--- config.mk ---
export PLATFORM = sky130hd
export DESIGN_NAME = eppc_cfg
export DESIGN_NICKNAME = d
export VERILOG_FILES = /design/src/rtl/eppc_pkg.sv /design/src/rtl/eppc_cfg.sv
export SDC_FILE = /design/constraint.sdc
export NUM_CORES = 1
export LEC_CHECK = 0
export ABC_AREA = 1
export BUFFER_PORTS_ARGS = -buffer_cell sky130_fd_sc_hd__buf_2
export CAP_MARGIN = 40
export CORE_AREA = 3 3 164 134
export CTS_CLUSTER_DIAMETER = 80
export DETAILED_ROUTE_END_ITERATION = 10
export DIE_AREA = 0 0 167 137
export GPL_TIMING_DRIVEN = 0
export PLACE_DENSITY = 0.84
export SLEW_MARGIN = 20
export SYNTH_ARGS = -nofsm -noshare
export SYNTH_HDL_FRONTEND = slang
export SYNTH_SLANG_ARGS = --single-unit
--- constraint.sdc ---
create_clock -name clk -period 2.4 [get_ports clk]
set_clock_uncertainty 0.15 [all_clocks]
set_input_delay 0.24 -clock clk [delete_from_list [all_inputs] [get_ports clk]]
set_output_delay 0.24 -clock clk [all_outputs]
set_load 0.005 [all_outputs]
--- src/rtl/eppc_pkg.sv ---
// Package for the edge projector: widths, register indexes, lane codes,
// shared structs and the axis dot product. No dependencies.
`default_nettype none
package eppc_pkg;

  localparam int COORD_W    = 24;
  localparam int AXIS_W     = 16;
  localparam int DIFF_W     = COORD_W + 1;
  localparam int DOT_W      = 43;
  localparam int DIST_W     = 16;
  localparam int HALF_W     = 15;
  localparam int PIX_W      = 16;
  localparam int REG_W      = 64;
  localparam int ADDR_W     = 6;
  localparam int IDX_W      = 3;
  localparam int COORD_FRAC = 8;
  localparam int AXIS_FRAC  = 14;

  // Split point of the wide clip products.
  localparam int SPLIT  = 22;
  localparam int NN_W   = 45;
  localparam int PNUM_W = DOT_W + DIST_W + 1;
  localparam int NUM_W  = 90;
  localparam int DEN_W  = 66;

  // Pixel lane arithmetic.
  localparam int MAG_W   = NUM_W - 1;
  localparam int MSPLIT  = 45;
  localparam int HM_W    = MAG_W + HALF_W;
  localparam int N_W     = HM_W + 2;
  localparam int QUO_W   = 16;
  localparam int DVS_W   = DEN_W + 1;
  localparam int REM_W   = DVS_W + QUO_W;
  localparam int OFF_W   = QUO_W + 1;
  localparam int VAL_W   = 18;
  localparam int LANE_LAT  = QUO_W + 5;
  localparam int FRONT_LAT = 5;
  localparam int TOTAL_LAT = FRONT_LAT + LANE_LAT;
  localparam int NUM_LANES = 6;

  localparam logic [OFF_W-1:0] OFF_CAP = OFF_W'(65536);
  localparam logic signed [VAL_W-1:0] PIX_MAX = VAL_W'(32767);
  localparam logic signed [VAL_W-1:0] PIX_MIN = -VAL_W'(32768);

  // Register indexes.
  localparam logic [IDX_W-1:0] REG_CAM_X = 3'd0;
  localparam logic [IDX_W-1:0] REG_CAM_Y = 3'd1;
  localparam logic [IDX_W-1:0] REG_CAM_Z = 3'd2;
  localparam logic [IDX_W-1:0] REG_RIGHT = 3'd3;
  localparam logic [IDX_W-1:0] REG_UP    = 3'd4;
  localparam logic [IDX_W-1:0] REG_FWD   = 3'd5;
  localparam logic [IDX_W-1:0] REG_DIST  = 3'd6;
  localparam logic [IDX_W-1:0] REG_HALF  = 3'd7;

  // Lane override codes.
  typedef logic [1:0] spec_t;
  localparam spec_t SPEC_NONE = 2'd0;
  localparam spec_t SPEC_POS  = 2'd1;
  localparam spec_t SPEC_NEG  = 2'd2;
  localparam spec_t SPEC_CTR  = 2'd3;

  typedef struct packed {
    logic signed [COORD_W-1:0] cam_x;
    logic signed [COORD_W-1:0] cam_y;
    logic signed [COORD_W-1:0] cam_z;
    logic [3*AXIS_W-1:0]       right;
    logic [3*AXIS_W-1:0]       up;
    logic [3*AXIS_W-1:0]       fwd;
    logic [DIST_W-1:0]         scr_dist;
    logic [HALF_W-1:0]         half;
  } cfg_t;

  typedef struct packed {
    logic signed [NUM_W-1:0] num;
    logic                    flip;
    logic [DEN_W-1:0]        den;
    spec_t                   spec;
  } lane_in_t;

  typedef struct packed {
    logic vld;
    logic fa;
    logic fb;
    logic par;
  } flag_t;

  // Dot product of an offset with a packed axis register.
  function automatic logic signed [DOT_W-1:0] dot3(
    input logic signed [DIFF_W-1:0] dx,
    input logic signed [DIFF_W-1:0] dy,
    input logic signed [DIFF_W-1:0] dz,
    input logic [3*AXIS_W-1:0]      ax
  );
    logic signed [DOT_W-1:0] px;
    logic signed [DOT_W-1:0] py;
    logic signed [DOT_W-1:0] pz;
    px = DOT_W'(dx) * DOT_W'($signed(ax[AXIS_W-1:0]));
    py = DOT_W'(dy) * DOT_W'($signed(ax[2*AXIS_W-1:AXIS_W]));
    pz = DOT_W'(dz) * DOT_W'($signed(ax[3*AXIS_W-1:2*AXIS_W]));
    return px + py + pz;
  endfunction

endpackage
`default_nettype wire

--- src/rtl/eppc_cfg.sv ---
// Configuration register file with an APB-style port.
// Depends on eppc_pkg.
`default_nettype none
module eppc_cfg
  import eppc_pkg::*;
(
  input  wire logic              clk,
  input  wire logic              rst_n,
  input  wire logic              psel,
  input  wire logic              penable,
  input  wire logic              pwrite,
  input  wire logic [ADDR_W-1:0] paddr,
  input  wire logic [REG_W-1:0]  pwdata,
  output logic [REG_W-1:0]       prdata,
  output logic                   pready,
  output cfg_t                   cfg
);

  cfg_t cfg_r;
  logic wr_en;
  logic [IDX_W-1:0] idx;

  assign pready = 1'b1;
  assign wr_en  = psel & penable & pwrite;
  assign idx    = paddr[ADDR_W-1:ADDR_W-IDX_W];
  assign cfg    = cfg_r;

  // Register writes.
  always_ff @(posedge clk) begin
    if (!rst_n) begin
      cfg_r.cam_x    <= -COORD_W'(2560);
      cfg_r.cam_y    <= -COORD_W'(2560);
      cfg_r.cam_z    <= COORD_W'(7680);
      cfg_r.right    <= 48'd3535744321;
      cfg_r.up       <= 48'd231721538740224;
      cfg_r.fwd      <= 48'd231718317465600;
      cfg_r.scr_dist <= DIST_W'(512);
      cfg_r.half     <= HALF_W'(500);
    end else if (wr_en) begin
      unique case (idx)
        REG_CAM_X: cfg_r.cam_x    <= pwdata[COORD_W-1:0];
        REG_CAM_Y: cfg_r.cam_y    <= pwdata[COORD_W-1:0];
        REG_CAM_Z: cfg_r.cam_z    <= pwdata[COORD_W-1:0];
        REG_RIGHT: cfg_r.right    <= pwdata[3*AXIS_W-1:0];
        REG_UP:    cfg_r.up       <= pwdata[3*AXIS_W-1:0];
        REG_FWD:   cfg_r.fwd      <= pwdata[3*AXIS_W-1:0];
        REG_DIST:  cfg_r.scr_dist <= pwdata[DIST_W-1:0];
        REG_HALF:  cfg_r.half     <= pwdata[HALF_W-1:0];
        default: ;
      endcase
    end
  end

  // Read mux.
  always_comb begin
    unique case (idx)
      REG_CAM_X: prdata = REG_W'($unsigned(cfg_r.cam_x));
      REG_CAM_Y: prdata = REG_W'($unsigned(cfg_r.cam_y));
      REG_CAM_Z: prdata = REG_W'($unsigned(cfg_r.cam_z));
      REG_RIGHT: prdata = REG_W'(cfg_r.right);
      REG_UP:    prdata = REG_W'(cfg_r.up);
      REG_FWD:   prdata = REG_W'(cfg_r.fwd);
      REG_DIST:  prdata = REG_W'(cfg_r.scr_dist);
      REG_HALF:  prdata = REG_W'(cfg_r.half);
      default:   prdata = '0;
    endcase
  end

endmodule
`default_nettype wire

==> summary by stage, run 1 <==
Detailed routing
The first routing iteration left 1,705 violations. The via count of the routed design is 13,092. Dividing the detail-routed wire length by the instance count gives 20.9 µm. The total length of routed wires is 48,100 µm. The first TritonRoute pass finished after 6 iterations. Dividing the detail-routed via count by the number of cells gives 5.70. The count of nets left with antenna violations once routing finished came out at 0.

In the routed design, unresolved DRC markers number 0.

Synth
The top-area cell type share of the netlist area is a little under half. The area of the mapped netlist is 0.0110 mm². After synthesis, the cell types taking the most area are dfxtp_1 (45%), nor2_1 (13%), nand2_1 (13%), o21ai_0 (7.4%), nand3_1 (6.7%). Ranked by instance count, the synthesized netlist is headed by nor2_1 (388), nand2_1 (369), dfxtp_1 (247). The fraction of the yosys area taken by sequential cells is 45.1%. dfxtp_1 takes more of the synthesized area than any other cell. Counting every instance in the synthesized netlist gives 1,597. In the synthesized netlist the dominant register cell turns out to be dfxtp_1.

Yosys printed 0 warnings. The number of distinct library cell variants in the gate-level netlist after synthesis is 23. The per-instance average area after synthesis is 6.86 µm². The flip-flop and latch count after synthesis is 247.

The most numerous cell in the Yosys netlist is nor2_1. In the synthesized netlist the async set-or-reset flop fraction comes to 0%. Yosys mapped a number of flops with a built-in enable equal to 0.

Pwr
The maximum ir drop on the vdd rail is 0.478 mV. The completed layout was analyzed and its total power is 9.01 mW. The analysis attributes to cell leakage a power of roughly 7.4 nW. Power spread over the standard cell area amounts to 634 mW/mm².

Place
The total cell area at the placement stage is 0.0130 mm². Input and output buffers added on the ports amount to 333. The placer's final routability congestion estimate is roughly 1. The placed wire-length estimate after detailed placement is 35,400 µm.

Timing
Setup violations remaining at the end of the flow were counted as 0. Setup repair after global routing left no endpoint under its margin. The number of endpoints with negative hold slack in the final report is 0.

The headroom to the max-slew limit is just over 40%. The post-route fraction of the period consumed by the critical path is 95.8%. Based on the critical path, the design can be clocked at up to 0.435 GHz. In the final timing run, aggregate negative setup slack is 0 ns.

The shortest clock period the worst path allows after layout is around 2.3 ns. The number of slew-limit violations in the final report is 0. The transition time of the tightest slew-check pin is roughly 0.9 ns.

Global route
For this run, global-route usage on met1 was measured as 55.4%. The initial antenna violation count is 1. The global-route wire length before repair is around 70,000 µm. The largest net degree at the start of global routing is 14. The aggregate global-route resource usage is 39.7%.

The met3 track demand over resource is 8.69%. The leftover overflow at the end of global routing is 0. Global routing used 61.9% of the available met2 tracks.

The layer flagged by global routing as most heavily used is met2. The number of global-route vias before repair is 11,569.

Worst setup path
In this run the worst setup path begins at paddr[3]. The setup check on the worst reg-to-reg path leaves a slack of 1.48 ns. The endpoint identified for the worst register-to-register timing path is cfg[32].

The critical path startpoint category is a primary input. The reg-to-reg startpoint is cfg[32]. The kind of end point of the critical path is an output pin.

The number of cell instances on the worst register-to-register path is 2. The arrival time at the worst endpoint is 1.91 ns. Along the worst path, the maximum fanout reaches 10. The critical path is of the primary input to output pin type. Data on the critical path is required at its endpoint by roughly 2 ns.

CTS
The clock tree root buffer cell is clkbuf_16. For the worst-skew pair, the clock arrives at the later sink with an insertion delay of 0.53 ns. The clock passes through at most 3 buffers. Clock tree synthesis inserted a total of 26 buffers. TritonCTS built the clock tree. The total setup buffers inserted after CTS is 0. The number of buffers added to fix hold violations after cts is 35. After clock tree synthesis, the repair step resized 0 gates. The total clock sinks is around 250. The CTS clock-pin slew for the worst setup and hold paths is ~0.070 ns.

In this run the number of H-tree levels came out at 1.

Cells and area
The fill cell instance count of the final layout is 1,784. The area of all placed cells without fillers is 0.0142 mm². The repair_antennas step left the layout with diodes totalling 0.

The post-route netlist has 23.8% of its cells at a drive strength greater than 1. The sequential cells in the finished layout cover a total of 0.00494 mm². The number of nets in the final layout is 2,085.

The area growth from synthesis to final layout is 29.8%. The register with the most flip-flops in the layout has 247 of them. Summing all multi-input logic gate instances after layout gives 0.00511 mm².

Floorplan
In this run the count of I/O pins placed on the die edge is 387. Measured along the y axis, the die boundary spans 137 µm. The horizontal extent of the die is approximately 170 µm. The total core area is 0.0205 mm². The die area is 0.0229 mm². For this configuration, the core starts out at a cell density of 53.4%. The row count is 47.

Min path
Counting instances, the worst hold path has a depth of 3. The worst hold path belongs to the class primary input to flop. For hold timing, the worst endpoint is cfg[228]. The startpoint identified for the worst hold timing path is rst_n.

Flow run
The count of max-cap constraint violations is 0.

Run status
The run finished with clean final reports.
## worst max-delay path, stage by stage
cell	delay, ns
buf_6	0.13
inv_4	0.09
nand3_4	0.16
buf_1	0.38
nor2_1	0.10
nor2_1	0.38
nand3_1	0.23
buf_2	0.18
## metrics by stage
step,setup slack [ns],cells,hold slack (ns),utilization [%]
after floorplan,0.884,1612,0.203,-
after global placement,0.269,2214,0.308,63.4
after detailed placement,0.275,2214,0.315,63.4
after CTS,0.270,2296,0.0704,69.2
after global routing,0.121,2298,0.109,69.3
final,0.101,2298,0.119,69.3
## cells by family (layout without fill, tap and decap cells)
logic type / after synthesis / in the layout / synth area share [%]
buffers and inverters: 191 / 608 / 8.74
AOI/OAI and AO/OA: 166 / 166 / 7.70
DFF: 247 / 247 / 45.1
and+or+nand+nor: 991 / 991 / 38.4
other: 2 / 17 / 0.0685
## layout make-up
cell class,instances,share of cell area (%)
Clock inverter,8,0.361
Multi-Input combinational cell,1174,35.9
Inverter,49,1.36
Buffer,142,5.38
Timing Repair Buffer,370,14.3
Tap cell,269,2.37
Clock buffer,39,5.48
Sequential cell,247,34.8
## report_power, final
part           total (mW)  internal [mW]  switching (mW)
Clock                3.97           2.24            1.73
Combinational       0.838          0.278           0.560
Sequential           4.21           4.15          0.0538
Total                9.01           6.67            2.34
## cell usage in the layout (no fill, tap or decap), types with 25 or more instances in the layout
cell type / n
nor2_1: 388
buf_2: 376
nand2_1: 369
dfxtp_1: 247
o21ai_0: 161
nand3_1: 147
nand4_1: 70
clkbuf_1: 58
inv_1: 39
dlygate4sd3_1: 36
clkbuf_16: 26
buf_4: 25
## metal layers
metal  up-vias  part of all wire, %
met3       133                   14
li1       5941                    -
met4         2                  3.3
met2      1046                   44
met5         -                0.027
met1      5970                   39
## worst max-delay path by stage
stage               cells past startpoint  slack [ns]    endpoint
global route                            8        0.12  prdata[14]
global placement                        7        0.27  prdata[14]
CTS                                     8        0.27   prdata[5]
floorplan                               9        0.88  prdata[16]
finish                                  8        0.10   prdata[5]
detailed placement                      8        0.28   prdata[5]
Power figures use the tool's default switching activity.
==> run 2: changes to the inputs <==
CORE_AREA = 3 3 170 139   (was 3 3 164 134)
DIE_AREA = 0 0 173 142   (was 0 0 167 137)
PLACE_DENSITY = 0.79   (was 0.84)
SLEW_MARGIN = 10   (was 20)
clock period = 2.46 ns   (was 2.4 ns; I/O delays follow)
==> run 2 against run 1 <==
- final area is 0.93% higher
- combinational power is 2% lower
- clock power grew 9.6%
- total power grew 2.9%
- non-clock buffer count decreased by 2
- highest routed layer unchanged
==> summary by stage, run 2 (same netlist as run 1, synthesis figures left out) <==
Place
The count of input and output buffers is 333 (unchanged). The worst setup slack after placement is 0.295 ns (+0.0198 ns). The number of placed cells counting well taps is 2,251 (+1.7%). The placed wire-length estimate after detailed placement was 36,400 µm (+2.8%). The placer's final routability congestion estimate is 0.967 (-3.0%).

Min path
The min-delay analysis places its worst path in the category primary input to flop. The hold path depth is 3 (unchanged).

Detailed routing
Routed signal wires occupy layers up through met5. The met2 wire length is 21,600 µm (+2.5%). The via count of the routed design was 12,965 (-0.97%). The detail-routed net length per standard cell is 20.9 µm (-0.16%). The number of DRC violations after detailed routing was 0 (unchanged).

The met1 layer wirelength in the final routing came to 20,000 µm (+6.2%). The total met3 wirelength after detailed routing came to 5610 µm (-16%). The remaining number of nets flagged by the antenna check after routing is 0 (unchanged). The starting DRC count in detailed routing is 1,635 (-4.1%). The total length of routed wires is 48,800 µm (+1.4%). The first-pass detailed-route iteration total is 6 (unchanged). The post-detailed-route via-to-cell ratio is 5.56 (-2.5%).

Global route
The number of global-route vias before repair was 11,636 (+0.58%). The initial antenna violation count is 1 (unchanged). The leftover overflow at the end of global routing is 0 (unchanged). The aggregate global-route resource usage is 37.5% (-2.2 points). The largest net degree at the start of global routing is 15 (+1). The global-route wire length before repair is 71,600 µm (+2.3%).

Cells and area
The register cell area after layout is 0.00494 mm² (unchanged). The fill cell instance count of the final layout is 2,049 (+15%). The number of antenna repair diodes is 0 (unchanged). The area taken by multi-input logic gates is 0.00511 mm² (unchanged). The leading cell type in the layout, fill and taps excluded is nor2_1. The fraction of final layout cells sized beyond drive strength 1 is 23.8% (about the same). The area growth from synthesis to final layout is 31.0%. The number of flip-flops under the largest register name is 247 (unchanged). The top cell types in the final layout, fill and taps aside, are nor2_1 (388), buf_2 (376), nand2_1 (369). The non-filler instance count after layout is 2,333 (+1.5%). The number of nets in the final layout is 2,083 (-0.096%).

Timing
The number of endpoints with negative hold slack in the final report is 0 (unchanged). The least setup slack across all paths after layout is 0.187 ns (+0.0859 ns). Setup repair after global routing left no endpoint under its margin. The fmax is 0.440 GHz. The number of slew-limit violations in the final report was 0 (unchanged). After layout, the worst path uses 92.4% of the clock period.

The setup-violating endpoint count in the final report is 0 (unchanged). The post-route setup TNS is 0 ns (unchanged). The headroom to the max-slew limit is 38.4% (-2.2 points).

The transition time of the tightest slew-check pin is 0.925 ns (+0.0328 ns). The hold slack is 0.0848 ns (-0.0343 ns). Counting I/O delays and the setup requirement, the final critical path takes about 2.3 ns.

Worst setup path
The data required time at the worst endpoint is 2.06 ns (+0.05 ns). The signal on the critical path passes through buf_6, inv_4, nand3_4, buf_1, nor2_1, nor2_1, nand3_1, buf_2. The cell with the largest stage delay on the worst path is buf_1. The longest individual stage delay on the worst path came to 0.40 ns (+0.02 ns).

The maximum fanout encountered on the critical timing path came to 10 (unchanged). The kind of end point of the critical path is an output pin. STA classifies the critical path startpoint as a primary input. The critical path in this run is classified as primary input to output pin. The arrival time at the worst endpoint came to 1.88 ns (-0.03 ns). In this design, the critical path's most frequently occurring cell is nor2_1.

The number of cell instances on the worst register-to-register path was 2 (unchanged).

Floorplan
The initial core utilization is 49.4% (-4.0 points). The die area is 0.0246 mm² (+7.4%). The horizontal extent of the die came to 173 µm (+3.6%). The die height was 142 µm (+3.6%). The I/O pin total is 387 (unchanged). The total core area is 0.0222 mm² (+8.1%).

The row count was 49 (+4.3%).

Pwr
The maximum ir drop on the vdd rail is 0.493 mV (+3.1%). The final total power is 9.27 mW (+2.9%). The power per cell area is 646 mW/mm² (+1.9%).

The cell-internal power is 6.96 mW (+4.4%). The leakage power is 7.41 nW (+0.44%). The clock share of power is 46.9% (+2.9 points). The share of total power in combinational logic is 8.8% (-0.5 points).

The switching power is 2.31 mW (-1.4%). The sequential cell fraction of total power was 44.3% (-2.4 points). The fraction of power spent switching nets is 24.9% (-1.1 points).

CTS
The number of H-tree levels was 1 (unchanged). The total of cells resized after clock tree synthesis is 0 (unchanged). The clock insertion delay at the later pin of the skew report is 0.53 ns (about the same).

The largest buffer count on any clock path came to 3 (unchanged). CTS placed an instance of clkbuf_16 at the clock tree root. The number of buffers inserted during clock tree synthesis is 26 (unchanged).

TritonCTS built the clock tree. The total clock sinks is 247 (unchanged). The CTS clock-pin slew for the worst setup and hold paths is 0.06 ns (about the same).

Flow run
The count of max-cap constraint violations is 0 (unchanged).

Run status
The run finished with clean final reports.
==> run 2: path summary, 6_finish.rpt <==
path,startpoint,slack [ns],to
worst max-delay path,paddr[3],0.19,prdata[14]
worst min-delay path,pwdata[3],0.08,cfg[34]
worst max register to register,cfg[32],1.51,cfg[32]
worst min register to register,cfg[111],0.34,cfg[111]
==> run 2: layout make-up <==
class / instances / share of cell area, %
well taps: 306 / 2.67
clock inverters: 15 / 1.71
clock buffers: 32 / 4.83
repair buffers: 368 / 14.1
flip-flops and latches: 247 / 34.5
multi-input cells: 1174 / 35.6
inverters: 49 / 1.34
plain buffers: 142 / 5.33
==> run 2: what timing repair did <==
item	in CTS	in global routing
hold buffers	35	0
buffers inserted	0	0
endpoints found under the hold margin	141	0
==> run 2: critical path, delay by kind of cell <==
kind,cells,cell delay (ns)
buffers and inverters,4,0.79
AND/OR/NAND/NOR,4,0.83
==> run 2: through the flow <==
| stage | cell area [µm²] | util, % |
|---|---|---|
| floorplan | 11000 | - |
| global route | 14400 | 64.7 |
| detailed placement | 13100 | 58.9 |
| finish | 14400 | 64.7 |
| CTS | 14400 | 64.7 |
| global placement | 13100 | 58.9 |
==> run 2: layer usage <==
metal / GRT usage [%] / up-vias
li1: - / 5938
met1: 51.9 / 6034
met2: 59.4 / 877
met3: 8.11 / 114
met4: 11.3 / 2
met5: 0 / -
==> run 2: power by group through the flow <==
| stage | combinational, mW | clock, mW | sequential, mW |
|---|---|---|---|
| after floorplan | 0.378 | 0 | 4.18 |
| after detailed placement | 0.745 | 0 | 4.19 |
| after CTS | 0.794 | 4.33 | 4.10 |
| after global placement | 0.737 | 0 | 4.19 |
| after global routing | 0.870 | 4.51 | 4.11 |
| final | 0.818 | 4.35 | 4.10 |
